--- config.mk ---
export PLATFORM = sky130hd
export DESIGN_NAME = wildcard_star_pattern_matcher_unit
export DESIGN_NICKNAME = d
export VERILOG_FILES = /design/src/rtl/wsp_pkg.sv /design/src/rtl/wsp_step.sv /design/src/rtl/wildcard_star_pattern_matcher_unit.sv
export VERILOG_INCLUDE_DIRS = /design/src /design/src/rtl
export SDC_FILE = /design/constraint.sdc
export NUM_CORES = 1
export LEC_CHECK = 0
export ABC_AREA = 1
export ABC_CLOCK_PERIOD_IN_PS = 2260
export BUFFER_PORTS_ARGS = -buffer_cell sky130_fd_sc_hd__buf_2
export CORE_MARGIN = 8
export CORE_UTILIZATION = 35
export CTS_CLUSTER_SIZE = 12
export DETAILED_ROUTE_END_ITERATION = 8
export PLACE_DENSITY = 0.49
export SKIP_CTS_REPAIR_TIMING = 1
export SLEW_MARGIN = 0
export SYNTH_ARGS = -nofsm -noshare
export SYNTH_HDL_FRONTEND = slang
export SYNTH_HIERARCHICAL = 1
export SYNTH_SLANG_ARGS = --single-unit
--- constraint.sdc ---
create_clock -name aclk -period 2.26 [get_ports aclk]
set_input_delay 0.226 -clock aclk [delete_from_list [all_inputs] [get_ports aclk]]
set_output_delay 0.226 -clock aclk [all_outputs]
set_load 0.01 [all_outputs]
--- src/rtl/wildcard_star_pattern_matcher_unit_assert.svh ---
// Assertion macros for the wildcard star pattern matcher.
// Included by the top level; no other dependencies.
`ifndef WILDCARD_STAR_PATTERN_MATCHER_UNIT_ASSERT_SVH
`define WILDCARD_STAR_PATTERN_MATCHER_UNIT_ASSERT_SVH

`ifndef SYNTHESIS
`define WSP_ASSERT(name, clk, rst_n, prop, msg) \
    name: assert property (@(posedge clk) disable iff (!rst_n) prop) else $error(msg);
`define WSP_ASSERT_ALWAYS(name, clk, prop, msg) \
    name: assert property (@(posedge clk) prop) else $error(msg);
`else
`define WSP_ASSERT(name, clk, rst_n, prop, msg)
`define WSP_ASSERT_ALWAYS(name, clk, prop, msg)
`endif

`endif

--- src/rtl/wsp_pkg.sv ---
// Shared constants and types of the wildcard star pattern matcher.
// No dependencies; used by wsp_step and the top level.
package wsp_pkg;

    localparam int PATTERN_MAX = 16;
    localparam int POS_W       = PATTERN_MAX + 1;
    localparam int CNT_W       = $clog2(PATTERN_MAX + 1);
    localparam int CFG_W       = 5;
    localparam int OP_W        = 2;
    localparam int ELEM_IDX_W  = 4;
    localparam int CHAR_W      = 8;

    typedef enum logic [OP_W-1:0] {
        OP_LOAD  = 2'd0,
        OP_BEGIN = 2'd1,
        OP_TEXT  = 2'd2
    } op_t;

    typedef struct packed {
        logic              star;
        logic              wild;
        logic [CHAR_W-1:0] ch;
    } elem_t;

    typedef struct packed {
        logic full_match;
        logic still_alive;
    } result_t;

endpackage

--- src/rtl/wsp_step.sv ---
// Next active-position set and match result for one begin or text beat.
// Depends on wsp_pkg.
module wsp_step (
    input  logic [wsp_pkg::OP_W-1:0]                  op,
    input  logic [wsp_pkg::CHAR_W-1:0]                text_char,
    input  wsp_pkg::elem_t [wsp_pkg::PATTERN_MAX-1:0] pattern,
    input  logic [wsp_pkg::CFG_W-1:0]                 count,
    input  logic [wsp_pkg::POS_W-1:0]                 active,
    output logic [wsp_pkg::POS_W-1:0]                 active_next,
    output wsp_pkg::result_t                          result
);
    import wsp_pkg::*;

    logic [CNT_W-1:0]       n;
    logic [POS_W-1:0]       pass;
    logic [POS_W-1:0]       in_use;
    logic [PATTERN_MAX-1:0] stay;
    logic [PATTERN_MAX-1:0] go;
    logic [POS_W-1:0]       start_closed;
    logic [POS_W-1:0]       pre_closed;
    logic [POS_W-1:0]       advanced;
    logic [POS_W-1:0]       post_closed;
    logic [POS_W-1:0]       final_set;

    // Parallel-prefix closure across runs of star elements.
    function automatic logic [POS_W-1:0] close_set(
        input logic [POS_W-1:0] a,
        input logic [POS_W-1:0] p_in
    );
        logic [POS_W-1:0] g;
        logic [POS_W-1:0] p;
        logic [POS_W-1:0] g_old;
        logic [POS_W-1:0] p_old;
        g = a;
        p = p_in;
        for (int d = 1; d < POS_W; d = d * 2) begin
            g_old = g;
            p_old = p;
            for (int j = 0; j < POS_W; j++) begin
                if (j >= d) begin
                    g[j] = g_old[j] | (p_old[j] & g_old[j-d]);
                    p[j] = p_old[j] & p_old[j-d];
                end
            end
        end
        return g;
    endfunction

    always_comb begin
        n = (32'(count) > PATTERN_MAX) ? CNT_W'(PATTERN_MAX) : CNT_W'(count);
        pass = '0;
        for (int j = 1; j < POS_W; j++) begin
            pass[j] = pattern[j-1].star && ((j - 1) < 32'(n));
        end
        for (int j = 0; j < POS_W; j++) begin
            in_use[j] = (j <= 32'(n));
        end
    end

    always_comb begin
        start_closed = close_set(POS_W'(1), pass);
        pre_closed   = close_set(active, pass);
        for (int i = 0; i < PATTERN_MAX; i++) begin
            logic hit;
            hit = pre_closed[i] && (i < 32'(n))
                  && (pattern[i].wild || (pattern[i].ch == text_char));
            stay[i] = hit && pattern[i].star;
            go[i]   = hit && !pattern[i].star;
        end
        advanced    = {1'b0, stay} | {go, 1'b0};
        post_closed = close_set(advanced, pass);
    end

    always_comb begin
        case (op)
            OP_BEGIN: final_set = start_closed;
            OP_TEXT:  final_set = post_closed;
            default:  final_set = active;
        endcase
        active_next        = final_set;
        result.full_match  = final_set[n];
        result.still_alive = |(final_set & in_use);
    end

endmodule

--- src/rtl/wildcard_star_pattern_matcher_unit.sv ---
// Top level of the wildcard star pattern matcher: input register, pattern
// table, active-position register and result register.
// Depends on wsp_pkg, wsp_step and the assertion macro header.
//
//   port group   dir   handshake         carries
//   s_*          in    s_valid/s_ready   load, begin or text beat
//   cfg_*        in    cfg_valid/ready   pattern element count
//   m_*          out   m_valid/m_ready   full_match, still_alive
//
// One beat per cycle unless m_ready stalls; results are held in result_reg.
// Text beats close, advance and close the active set; begin closes position 0.
// Synchronous active-low reset clears the active set, count and valid flags.
// m_ready low holds the result, then the input register, then drops s_ready.
`include "wildcard_star_pattern_matcher_unit_assert.svh"

module wildcard_star_pattern_matcher_unit (
    input  logic                             aclk,
    input  logic                             aresetn,
    input  logic                             s_valid,
    output logic                             s_ready,
    input  logic [wsp_pkg::OP_W-1:0]         s_opcode,
    input  logic [wsp_pkg::ELEM_IDX_W-1:0]   s_element_index,
    input  logic [wsp_pkg::CHAR_W-1:0]       s_element_char,
    input  logic                             s_element_wild,
    input  logic                             s_element_star,
    input  logic [wsp_pkg::CHAR_W-1:0]       s_text_char,
    input  logic                             cfg_valid,
    output logic                             cfg_ready,
    input  logic [wsp_pkg::CFG_W-1:0]        cfg_data,
    output logic                             m_valid,
    input  logic                             m_ready,
    output logic                             m_full_match,
    output logic                             m_still_alive
);
    import wsp_pkg::*;

    logic                    in_valid_reg;
    logic                    in_valid_next;
    logic [OP_W-1:0]         in_op_reg;
    logic [ELEM_IDX_W-1:0]   in_index_reg;
    elem_t                   in_elem_reg;
    logic [CHAR_W-1:0]       in_text_reg;
    elem_t [PATTERN_MAX-1:0] pattern_reg;
    logic [CFG_W-1:0]        count_reg;
    logic [POS_W-1:0]        active_reg;
    logic [POS_W-1:0]        active_next;
    logic [POS_W-1:0]        step_active;
    result_t                 step_result;
    logic                    m_valid_reg;
    logic                    m_valid_next;
    result_t                 result_reg;
    logic                    out_free;
    logic                    fire;
    logic                    emits;
    logic                    loads;

    assign out_free  = !m_valid_reg || m_ready;
    assign fire      = in_valid_reg && out_free;
    assign s_ready   = !in_valid_reg || out_free;
    assign cfg_ready = 1'b1;
    assign emits     = fire && ((in_op_reg == OP_BEGIN) || (in_op_reg == OP_TEXT));
    assign loads     = fire && (in_op_reg == OP_LOAD);

    wsp_step u_step (
        .op          (in_op_reg),
        .text_char   (in_text_reg),
        .pattern     (pattern_reg),
        .count       (count_reg),
        .active      (active_reg),
        .active_next (step_active),
        .result      (step_result)
    );

    always_comb begin
        in_valid_next = in_valid_reg;
        if (s_valid && s_ready) begin
            in_valid_next = 1'b1;
        end else if (fire) begin
            in_valid_next = 1'b0;
        end
        active_next  = fire ? step_active : active_reg;
        m_valid_next = m_valid_reg;
        if (emits) begin
            m_valid_next = 1'b1;
        end else if (m_ready) begin
            m_valid_next = 1'b0;
        end
    end

    always_ff @(posedge aclk) begin
        if (!aresetn) begin
            in_valid_reg <= 1'b0;
            m_valid_reg  <= 1'b0;
            active_reg   <= '0;
            count_reg    <= '0;
        end else begin
            in_valid_reg <= in_valid_next;
            m_valid_reg  <= m_valid_next;
            active_reg   <= active_next;
            if (cfg_valid && cfg_ready) begin
                count_reg <= cfg_data;
            end
        end
    end

    always_ff @(posedge aclk) begin
        if (s_valid && s_ready) begin
            in_op_reg        <= s_opcode;
            in_index_reg     <= s_element_index;
            in_elem_reg.ch   <= s_element_char;
            in_elem_reg.wild <= s_element_wild;
            in_elem_reg.star <= s_element_star;
            in_text_reg      <= s_text_char;
        end
        if (emits) begin
            result_reg <= step_result;
        end
        for (int j = 0; j < PATTERN_MAX; j++) begin
            if (loads && (in_index_reg == ELEM_IDX_W'(j))) begin
                pattern_reg[j] <= in_elem_reg;
            end
        end
    end

    assign m_valid       = m_valid_reg;
    assign m_full_match  = result_reg.full_match;
    assign m_still_alive = result_reg.still_alive;

    `WSP_ASSERT(a_emit_shows, aclk, aresetn, emits |=> m_valid, "result beat not presented")
    `WSP_ASSERT(a_match_alive, aclk, aresetn, m_valid |-> (!m_full_match || m_still_alive), "full match without live position")
    `WSP_ASSERT(a_load_keeps, aclk, aresetn, loads |=> $stable(active_reg), "load beat changed active set")
    `WSP_ASSERT_ALWAYS(a_reset_clear, aclk, !aresetn |=> (!m_valid && (active_reg == '0)), "reset did not clear state")

endmodule
==> summary.md, run 1 <==
| Metric | Value |
|---|---|
| Status | finished with violations |
| Failing checks | negative setup slack |
| Worst EP arrival | 3.22 ns |
| Post-synthesis simple-gate area fraction | 24.9% |
| Reg2reg start | count_reg[4] |
| Vias | 8972 |
| Tightest Pin Transition | 0.633 ns |
| Seq/Total Area, Yosys | 53.8% |
| Ys async rst share | 0% |
| Area of the core | 31600 µm² |
| Synth Area in XOR/XNOR | 8.54% |
| Kind of critical path | reg2reg |
| Worst Skew | 0.0147 ns |
| Syn nets | 1294 |
| Critical R2R Capture | m_full_match |
| Synth cell count leaders | nand2_1 (321), edfxtp_1 (186), inv_1 (159) |
| Max Cap Viol | 0 |
| Peak Freq | 356 MHz |
| Last element of the critical path | m_full_match |
| H-tree lvl count | 1 |
| Diode count | 0 |
| Gr usage total | 15.6% |
| CP Max Fanout | 6 |
| Hold Crit Class | in2reg |
| Period minus WS final | 2.81 ns |
| Area Overhead vs Synth | 36.3% |
| Initial antenna violation count | 0 |
| HP Start | cfg_valid |
| Mapped Avg Cell Area | 8.97 µm² |
| Core Util, Final | 48.6% |
| I/O Pins | 39 |
| Complex-gate fraction of the synthesized area | 4.78% |
| WL final | 30900 µm |
| Min Hold Slack | 0.00499 ns |
| Main synth FF type | edfxtp_1 |
| Routed vias/inst | 4.63 |
| Peak supply drop | 0.624 mV |
| Largest family of logic cells by synthesized area | simple AND/OR/NAND/NOR gates |
| Area share of fa/ha/maj cells after synthesis | 0.333% |
| CTS Root Cell | clkbuf_16 |
| Die footprint | 38200 µm² |
| First-pass GRT wire length | 47200 µm |
| Worst rel slew slack | 57.8% |
| Synth top area share | 49.5% |
| Final GP Congestion | 0.932 |
| PD cells | 621 nW/µm² |
| # DRC | 0 |
| Slew Limit Fails | 0 |
| Total Power | 9.54 mW |
| Fin nets | 1555 |
| Initial core utilization | 35.6% |
| Layout cells sized above 1 | 34.0% |
| Area contributors post-synth | edfxtp_1 (50%), nand2_1 (11%), xnor2_1 (6.4%) |
| Vias in the first global route | 8488 |
| EDFF count, synth | 186 |
| TritonCTS Buffers | 25 |
| GRT Residual Overflow | 0 |
| CTS max path bufs | 3 |
| Final hold vios | 0 |
| Antenna viol nets, final | 0 |
| Final cycle utilization of the critical path | 124% |
| Fin worst setup slack | -0.552 ns |
| Input/output buffers | 37 |
| Pre-CTS WS | -0.734 ns |
| Syn. warnings | 6 |
| Pleak | 6.47 nW |
| Number of flip-flops in the largest register | 160 |
| CTS tree | done |
| DP HPWL | 23000 µm |
| Clk slew on worst S/H paths | 0.06 ns |
| Count leader, synth | nand2_1 |
| Crit start category | register |
| CTS Sinks | 210 |
| Routed length per instance | 16.0 µm |
| Chip width | 196 µm |
| Die Span Y | 196 µm |
| Skew-Pair Late Insertion Delay | 0.54 ns |
| Starting DRT DRC Count | 393 |
| Worst Setup SP | count_reg[4] |
| Synth Cell Area | 11300 µm² |
| Cells after Synth | 1257 |
| Critical Path RT | 2.66 ns |
| R2R Setup Slk | -0.55 ns |
| Cell taking the most area after synthesis | edfxtp_1 |
| RSZ-0062 raised after global routing | yes |
| Reg2Reg Depth | 23 |
| Largest net degree at the start of global routing | 37 |
| DR pass1 iterations | 5 |
| Cell row count | 65 |
| FF+latch count, synth | 210 |
| Final setup violation count | 16 |
| CP endpoint kind | register |
| Mux contribution to synthesized area | 0% |
| Library cells used by synthesis | 42 |
-- cell type report --
type	count	area, µm²
inverters	172	662
well taps	402	503
multi-input cells	841	5210
clock buffers	29	641
fillers	2991	16300
flip-flops and latches	210	6080
clock inverters	15	111
repair buffers	268	2160
-- placed cells by master (no fill, tap or decap), drive strengths merged, types with 26 or more instances in the layout --
master,n
xnor2,83
nor2,117
inv,171
nand3,123
dlygate4sd3,30
nand2,330
buf,237
edfxtp,186
xor2,27
nor3,30
clkbuf,30
o21ai,26
a21oi,57
-- metal layers --
| metal | up-vias | share of wire (%) | global-route usage [%] | wire, µm |
|---|---|---|---|---|
| li1 | 4612 | - | - | - |
| met1 | 4143 | 45 | 20.2 | 13900 |
| met2 | 158 | 48 | 26.6 | 14900 |
| met3 | 59 | 3.5 | 1.91 | 1080 |
| met4 | 0 | 3.5 | 5.39 | 1070 |
| met5 | - | 0 | 0 | 0 |
-- power breakdown --
part           internal, mW  switching (mW)
sequential             4.30           0.105
clock                  2.14            1.56
combinational         0.645           0.804
total                  7.08            2.46
-- worst min path at each step --
stage / cells past startpoint / slack [ns] / to
after CTS: 1 / -0.17 / in_elem_reg[4]
after floorplan: 0 / 0.32 / in_elem_reg[0]
after detailed placement: 1 / 0.40 / in_index_reg[3]
final: 3 / 0.005 / count_reg[4]
after global routing: 3 / 0.04 / count_reg[4]
after global placement: 1 / 0.40 / in_op_reg[0]
-- cell families (layout without fill, tap and decap cells) --
logic type / Yosys count / after routing
adder cells (fa/ha/maj): 3 / 3
AND/OR/NAND/NOR: 633 / 633
buffers and inverters: 206 / 484
other: 1 / 1
AO/OA/AOI/OAI: 94 / 94
XOR/XNOR: 110 / 110
flip-flops: 210 / 210
-- critical path: stages, from the launching register on --
cell	delay, ns
dfxtp_4	0.39
nor2_4	0.05
buf_12	0.13
nand2_4	0.10
buf_4	0.14
nand4_1	0.22
nor2_4	0.22
nand2_1	0.08
nand2_2	0.10
nand3_2	0.08
nand3_1	0.12
inv_1	0.06
nand2_2	0.09
nand2_2	0.07
buf_6	0.13
a21boi_4	0.15
nand2_1	0.08
nand3_2	0.10
nand2_1	0.05
nand2_1	0.07
nand2_2	0.08
nand2_2	0.07
inv_1	0.03
nand2_1	0.05
-- per-stage QoR --
stage / TNS (ns) / instances / cell area (µm²)
after floorplan: -0.00801 / 1257 / 11400
after global placement: -8.52 / 1835 / 13200
after detailed placement: -8.14 / 1835 / 13200
after CTS: -8.54 / 1879 / 13900
after global routing: -9.39 / 1937 / 15400
final: -6.00 / 1937 / 15400
No activity file was read; power rests on OpenSTA's default activity.
==> inputs of run 2 (changes only) <==
Settings changed: CELL_PAD_IN_SITES_DETAIL_PLACEMENT set to 0, CELL_PAD_IN_SITES_GLOBAL_PLACEMENT set to 1, PLACE_DENSITY 0.49 to 0.6, SLEW_MARGIN 0 to 10.
==> run 2 against run 1 <==
Effect of this change:
- the run still ends with negative setup slack left
- sequential power barely moved
- clock power barely moved
- final cell count fell by 0.31%
- first-iteration DRC count fell by 0.76%
- die area did not move
- critical endpoint is now m_still_alive
==> summary.md, run 2 (synthesized netlist as in run 1, its figures left out) <==
| Metric | Value |
|---|---|
| Die footprint | 38200 µm² (unchanged) |
| CP endpoint kind | register (unchanged) |
| I/O Pins | 39 (unchanged) |
| Slew Limit Fails | 0 (unchanged) |
| Worst path top cell family by delay | simple AND/OR/NAND/NOR gates (unchanged) |
| DP HPWL | 23400 µm (was 23000 µm) |
| Worst Setup SP | count_reg[4] (unchanged) |
| CTS Root Cell | clkbuf_16 (unchanged) |
| Diode count | 0 (unchanged) |
| Core Util, Final | 47.9% (was 48.6%) |
| Antenna viol nets, final | 0 (unchanged) |
| Buf+Inv Stages, Crit Path | 2 (was 5) |
| Layout cells sized above 1 | 32.4% (was 34.0%) |
| Skew-Pair Late Insertion Delay | 0.54 ns (about the same) |
| WL final | 30800 µm (was 30900 µm) |
| Period minus WS final | 2.81 ns (about the same) |
| Vias | 8961 (was 8972) |
| Number of flip-flops in the largest register | 160 (unchanged) |
| Worst path cell trace | nor2_4 > buf_6 > nand2_8 > buf_4 > nand4_1 > nor2_2 > nand2_2 > nand2_4 > nand3_2 > nand2_2 > a21oi_2 > nand2_2 > nand2_2 > nand3b_4 > nand2_2 > nand2_2 > nand3b_1 > nand3_1 > nor2_1 > nand3_1 (was nor2_4 > buf_12 > nand2_4 > buf_4 > nand4_1 > nor2_4 > nand2_1 > nand2_2 > nand3_2 > nand3_1 > inv_1 > nand2_2 > nand2_2 > buf_6 > a21boi_4 > nand2_1 > nand3_2 > nand2_1 > nand2_1 > nand2_2 > nand2_2 > inv_1 > nand2_1) |
| Vias in the first global route | 8550 (was 8488) |
| Min Hold Slack | 0.0280 ns (was 0.00499 ns) |
| CTS tree | done (unchanged) |
| Failing checks | negative setup slack (unchanged) |
| Worst EP arrival | 3.09 ns (was 3.22 ns) |
| Most common cell after layout, fill and taps aside | nand2_1 (unchanged) |
| First-pass GRT wire length | 47500 µm (was 47200 µm) |
| Fin nets | 1548 (was 1555) |
| Cell row count | 65 (unchanged) |
| Max Cap Viol | 0 (unchanged) |
| Final cycle utilization of the critical path | 125% (was 124%) |
| H-tree lvl count | 1 (unchanged) |
| Critical Path RT | 2.54 ns (was 2.66 ns) |
| Die Span Y | 196 µm (unchanged) |
| # DRC | 0 (unchanged) |
| Tightest Pin Transition | 0.667 ns (was 0.633 ns) |
| Chip width | 196 µm (unchanged) |
| Largest net degree at the start of global routing | 37 (unchanged) |
| Pleak | 6.42 nW (was 6.47 nW) |
| Initial core utilization | 35.6% (unchanged) |
| Slowest cell on the critical path | dfxtp_4 (unchanged) |
| Final hold vios | 0 (unchanged) |
| Final setup violation count | 16 (unchanged) |
| RSZ-0062 raised after global routing | yes (unchanged) |
| Crit start category | register (unchanged) |
| DR pass1 iterations | 4 (was 5) |
| Peak supply drop | 0.624 mV (about the same) |
| Post-Place Cells | 1834 (was 1835) |
| Most frequent cells in the layout | nand2_1 (253), edfxtp_1 (186), buf_4 (180), inv_1 (152), nor2_1 (81) (was nand2_1 (247), edfxtp_1 (186), buf_4 (178), inv_1 (150), nor2_1 (87)) |
| CP Max Fanout | 7 (was 6) |
| Fin worst setup slack | -0.554 ns (was -0.552 ns) |
| Area Overhead vs Synth | 34.3% (was 36.3%) |
| Status | finished with violations (unchanged) |
| Routed vias/inst | 4.64 (was 4.63) |
| GRT Residual Overflow | 0 (unchanged) |
| PD cells | 630 nW/µm² (was 621 nW/µm²) |
| Slowest stage delay, CP | 0.37 ns (was 0.39 ns) |
| Worst rel slew slack | 55.5% (was 57.8%) |
| Worst Skew | 0.0145 ns (was 0.0147 ns) |
| Crit-path most repeated cell | nand2_2 |
| Kind of critical path | reg2reg (unchanged) |
| Area of the core | 31600 µm² (unchanged) |
| HP Start | cfg_valid (unchanged) |
| Fillers | 3060 (was 2991) |
| CTS max path bufs | 3 (unchanged) |
| Final GP Congestion | 0.886 (was 0.932) |
| CTS Sinks | 210 (unchanged) |
| Routed length per instance | 16.0 µm (about the same) |
| Clk slew on worst S/H paths | 0.06 ns (about the same) |
| Input/output buffers | 37 (unchanged) |
| Layout Cells excl Fill | 1931 (was 1937) |
| Reg2reg start | count_reg[4] (unchanged) |
| Hold Crit Class | in2reg (unchanged) |
| Gr usage total | 15.7% (was 15.6%) |
| Initial antenna violation count | 0 (unchanged) |
| Peak Freq | 355 MHz (was 356 MHz) |
| TritonCTS Buffers | 25 (unchanged) |
| Starting DRT DRC Count | 390 (was 393) |
-- run 2: final timing paths --
path,endpoint,slack (ns),depth (start not counted)
max,m_still_alive,-0.55,20
min,count_reg[3],0.03,3
max reg2reg,m_still_alive,-0.55,20
min reg2reg,active_reg[7],0.49,2
-- run 2: per-layer routing --
metal / vias to the layer above / routed length [µm] / GRT usage, %
met4: 0 / 666 / 4.58
met2: 138 / 15000 / 26.6
met5: - / 0 / 0
li1: 4607 / - / -
met3: 43 / 1130 / 2.30
met1: 4173 / 14000 / 20.6
-- run 2: stage by stage --
step	area (µm²)	power, mW	setup slack [ns]	setup TNS, ns
global route	15100	9.96	-0.703	-8.39
finish	15100	9.54	-0.554	-5.15
floorplan	11400	5.16	-0.00801	-0.00801
global placement	13200	5.68	-0.784	-8.85
CTS	14000	9.47	-0.778	-9.06
detailed placement	13200	5.68	-0.761	-8.69
-- run 2: power breakdown --
part / switching (mW) / internal, mW
registers: 0.102 / 4.30
clock network: 1.56 / 2.17
logic: 0.782 / 0.629
-- run 2: layout make-up --
class / instances / area (µm²) / area share, %
Clock buffer: 33 / 656 / 4.33
Timing Repair Buffer: 261 / 2060 / 13.6
Inverter: 172 / 666 / 4.39
Tap cell: 402 / 503 / 3.32
Clock inverter: 12 / 101 / 0.669
Sequential cell: 210 / 6080 / 40.1
Multi-Input combinational cell: 841 / 5080 / 33.5
-- run 2: tightest hold or removal path: stages --
cell	delay [ns]
buf_2	0.13
o21ai_0	0.09
nor2_1	0.07
==> inputs of run 3 (changes only) <==
--- a/config.mk
+++ b/config.mk
@@ -12,4 +12,5 @@
 export CELL_PAD_IN_SITES_DETAIL_PLACEMENT = 0
 export CELL_PAD_IN_SITES_GLOBAL_PLACEMENT = 1
+export CORE_ASPECT_RATIO = 1.4
 export CORE_MARGIN = 8
 export CORE_UTILIZATION = 35
==> constraint.sdc (replaced) <==
create_clock -name aclk -period 2.26 [get_ports aclk]
set_input_delay 0.226 -clock aclk [delete_from_list [all_inputs] [get_ports aclk]]
set_output_delay 0.226 -clock aclk [all_outputs]
set_load 0.02 [all_outputs]
==> run 3 against run 2 <==
Effect of this change:
- the flow still finishes with violations (negative setup slack)
- clock power is 5% higher
- clock-buffer cell count is 2 lower
- routed wire length is 2.4% higher
- sequential cell count stayed put
- largest cell class unchanged
==> summary.md, run 3 (synthesized netlist as in run 1, its figures left out) <==
| Metric | Value |
|---|---|
| Status | finished with violations (unchanged) |
| Failing checks | negative setup slack (unchanged) |
| TritonCTS Buffers | 24 (was 25) |
| H-tree lvl count | 1 (unchanged) |
| Initial antenna violation count | 0 (unchanged) |
| Largest net degree at the start of global routing | 37 (unchanged) |
| Hold Crit Class | in2reg (unchanged) |
| Worst EP arrival | 3.23 ns (was 3.09 ns) |
| Fin worst setup slack | -0.699 ns (was -0.554 ns) |
| Hold depth | 3 (unchanged) |
| Layout cells sized above 1 | 28.9% (was 32.4%) |
| Skew-Pair Late Insertion Delay | 0.54 ns (about the same) |
| Reg2reg start | count_reg[3] (was count_reg[4]) |
| Number of flip-flops in the largest register | 160 (unchanged) |
| Slew Limit Fails | 0 (unchanged) |
| Chip width | 168 µm (was 196 µm) |
| CTS max path bufs | 3 (unchanged) |
| PD cells | 648 nW/µm² (was 630 nW/µm²) |
| Crit-path most repeated cell | nand2_2 (unchanged) |
| Peak supply drop | 0.622 mV (was 0.624 mV) |
| Final cycle utilization of the critical path | 131% (was 125%) |
| Total Power | 9.66 mW (was 9.54 mW) |
| First-pass GRT wire length | 47900 µm (was 47500 µm) |
| Input/output buffers | 37 (unchanged) |
| Final GP Congestion | 0.903 (was 0.886) |
| CP endpoint kind | register (unchanged) |
| Gr usage total | 16.0% (was 15.7%) |
| Routed vias/inst | 4.62 (was 4.64) |
| P_sw | 2.42 mW (was 2.45 mW) |
| Clk slew on worst S/H paths | 0.06 ns (about the same) |
| Die footprint | 38300 µm² (was 38200 µm²) |
| Max Cap Viol | 0 (unchanged) |
| Core Util, Final | 46.4% (was 47.9%) |
| Fin nets | 1543 (was 1548) |
| Slowest cell on the critical path | dfxtp_4 (unchanged) |
| R2R Setup Slk | -0.70 ns (was -0.55 ns) |
| CTS Root Cell | clkbuf_16 (unchanged) |
| Fin area | 14900 µm² (was 15100 µm²) |
| Antenna viol nets, final | 0 (unchanged) |
| Die Span Y | 228 µm (was 196 µm) |
| Final setup violation count | 16 (unchanged) |
| Period minus WS final | 2.96 ns (was 2.81 ns) |
| Worst rel slew slack | 55.1% (was 55.5%) |
| CTS Sinks | 210 (unchanged) |
| Pleak | 6.31 nW (was 6.42 nW) |
| Diode count | 0 (unchanged) |
| Peak Freq | 338 MHz (was 355 MHz) |
| Crit start category | register (unchanged) |
| Slowest stage delay, CP | 0.37 ns (about the same) |
| WL final | 31600 µm (was 30800 µm) |
| Pre-CTS WS | -0.865 ns (was -0.761 ns) |
| Kind of critical path | reg2reg (unchanged) |
| Worst path cell trace | nor2_4 > nand2_4 > buf_6 > nand4_1 > nand2_2 > a21oi_4 > nand2_4 > nand3_4 > nand2_4 > a21oi_2 > nand2_1 > nand2_2 > nand3b_4 > nand2_2 > nand2_2 > nand3b_1 > nand3_1 > nor2_1 > nand3_1 (was nor2_4 > buf_6 > nand2_8 > buf_4 > nand4_1 > nor2_2 > nand2_2 > nand2_4 > nand3_2 > nand2_2 > a21oi_2 > nand2_2 > nand2_2 > nand3b_4 > nand2_2 > nand2_2 > nand3b_1 > nand3_1 > nor2_1 > nand3_1) |
| # DRC | 0 (unchanged) |
| Initial core utilization | 35.1% (was 35.6%) |
| I/O Pins | 39 (unchanged) |
| Area Overhead vs Synth | 32.2% (was 34.3%) |
| Final hold vios | 0 (unchanged) |
| Tightest Pin Transition | 0.674 ns (was 0.667 ns) |
| Cell row count | 78 (was 65) |
| CP Max Fanout | 8 (was 7) |
| Most frequent cells in the layout | nand2_1 (282), edfxtp_1 (186), buf_4 (175), inv_1 (155), nor2_1 (89) (was nand2_1 (253), edfxtp_1 (186), buf_4 (180), inv_1 (152), nor2_1 (81)) |
| Critical R2R Capture | m_still_alive (unchanged) |
| DR pass1 iterations | 5 (was 4) |
| Area of the core | 32100 µm² (was 31600 µm²) |
| Routed length per instance | 16.4 µm (was 16.0 µm) |
| Critical Path RT | 2.53 ns (was 2.54 ns) |
| Area post-placement | 13200 µm² (about the same) |
| Worst Setup SP | count_reg[3] (was count_reg[4]) |
| Worst Skew | 0.0217 ns (was 0.0145 ns) |
| Min Hold Slack | 0.00217 ns (was 0.0280 ns) |
| GRT Residual Overflow | 0 (unchanged) |
| Vias in the first global route | 8808 (was 8550) |
| Clock power share | 40.3% (was 39.1%) |
| Starting DRT DRC Count | 423 (was 390) |
| Most common cell after layout, fill and taps aside | nand2_1 (unchanged) |
| Int Power | 7.24 mW (was 7.09 mW) |
| Vias | 8879 (was 8961) |
| RSZ-0062 raised after global routing | yes (unchanged) |
| Sw Share | 25.0% (was 25.7%) |
| CTS tree | done (unchanged) |
| DP HPWL | 24700 µm (was 23400 µm) |
| Reg2Reg Depth | 19 (was 20) |
| Sequential power share | 45.4% (was 46.1%) |
| Comb pwr share | 14.2% (was 14.8%) |
| Last element of the critical path | m_still_alive (unchanged) |
[run 3: cell count changes in the layout (fill, tap and decap cells not counted), sizes merged]
| cell | before | now |
|---|---|---|
| clkinvlp | 0 | 1 |
| bufinv | 1 | 3 |
| clkbuf | 33 | 32 |
| buf | 231 | 226 |
| inv | 172 | 170 |
| clkinv | 11 | 8 |
[run 3: power groups by stage]
stage               clock [mW]  combinational (mW)  sequential, mW
CTS                       4.01                1.22            4.40
floorplan                    0               0.731            4.43
detailed placement           0                1.22            4.48
global placement             0                1.21            4.48
global route              4.16                1.51            4.40
finish                    3.90                1.37            4.39
[run 3: metal layers]
metal / wire length (µm) / part of all wire [%] / track usage [%] / up-vias
li1: - / - / - / 4583
met1: 12000 / 38 / 16.4 / 4122
met2: 17400 / 55 / 31.7 / 119
met3: 976 / 3.1 / 2.18 / 55
met4: 1140 / 3.6 / 5.99 / 0
met5: 0 / 0 / 0 / -
[run 3: worst min path at each step]
stage,from,to,slack (ns)
after floorplan,s_element_char[0],in_elem_reg[0],0.32
after global placement,s_text_char[6],in_text_reg[6],0.40
after CTS,s_text_char[4],in_text_reg[4],-0.15
after global routing,cfg_valid,count_reg[0],0.03
final,cfg_valid,count_reg[0],0.002
after detailed placement,s_text_char[4],in_text_reg[4],0.40
[run 3: through the flow]
step,setup TNS [ns],cells
floorplan,-0.00801,1257
global placement,-10.29,1838
detailed placement,-10.0,1838
CTS,-10.53,1879
global route,-9.89,1921
finish,-6.37,1921
[run 3: area by class of cell]
type	instances	area (µm²)
Clock buffer	31	648
Clock inverter	10	129
Fill cell	3148	17200
Inverter	172	652
Multi-Input combinational cell	841	4860
Sequential cell	210	6080
Tap cell	400	500
Timing Repair Buffer	257	2030
[run 3: worst max-delay path, delay by kind of cell (launching register included)]
kind                   cells  cell delay, ns
AND/OR/NAND/NOR           16            1.80
buffers and inverters      1            0.15
AO/OA/AOI/OAI              2            0.36
flip-flops                 1            0.37
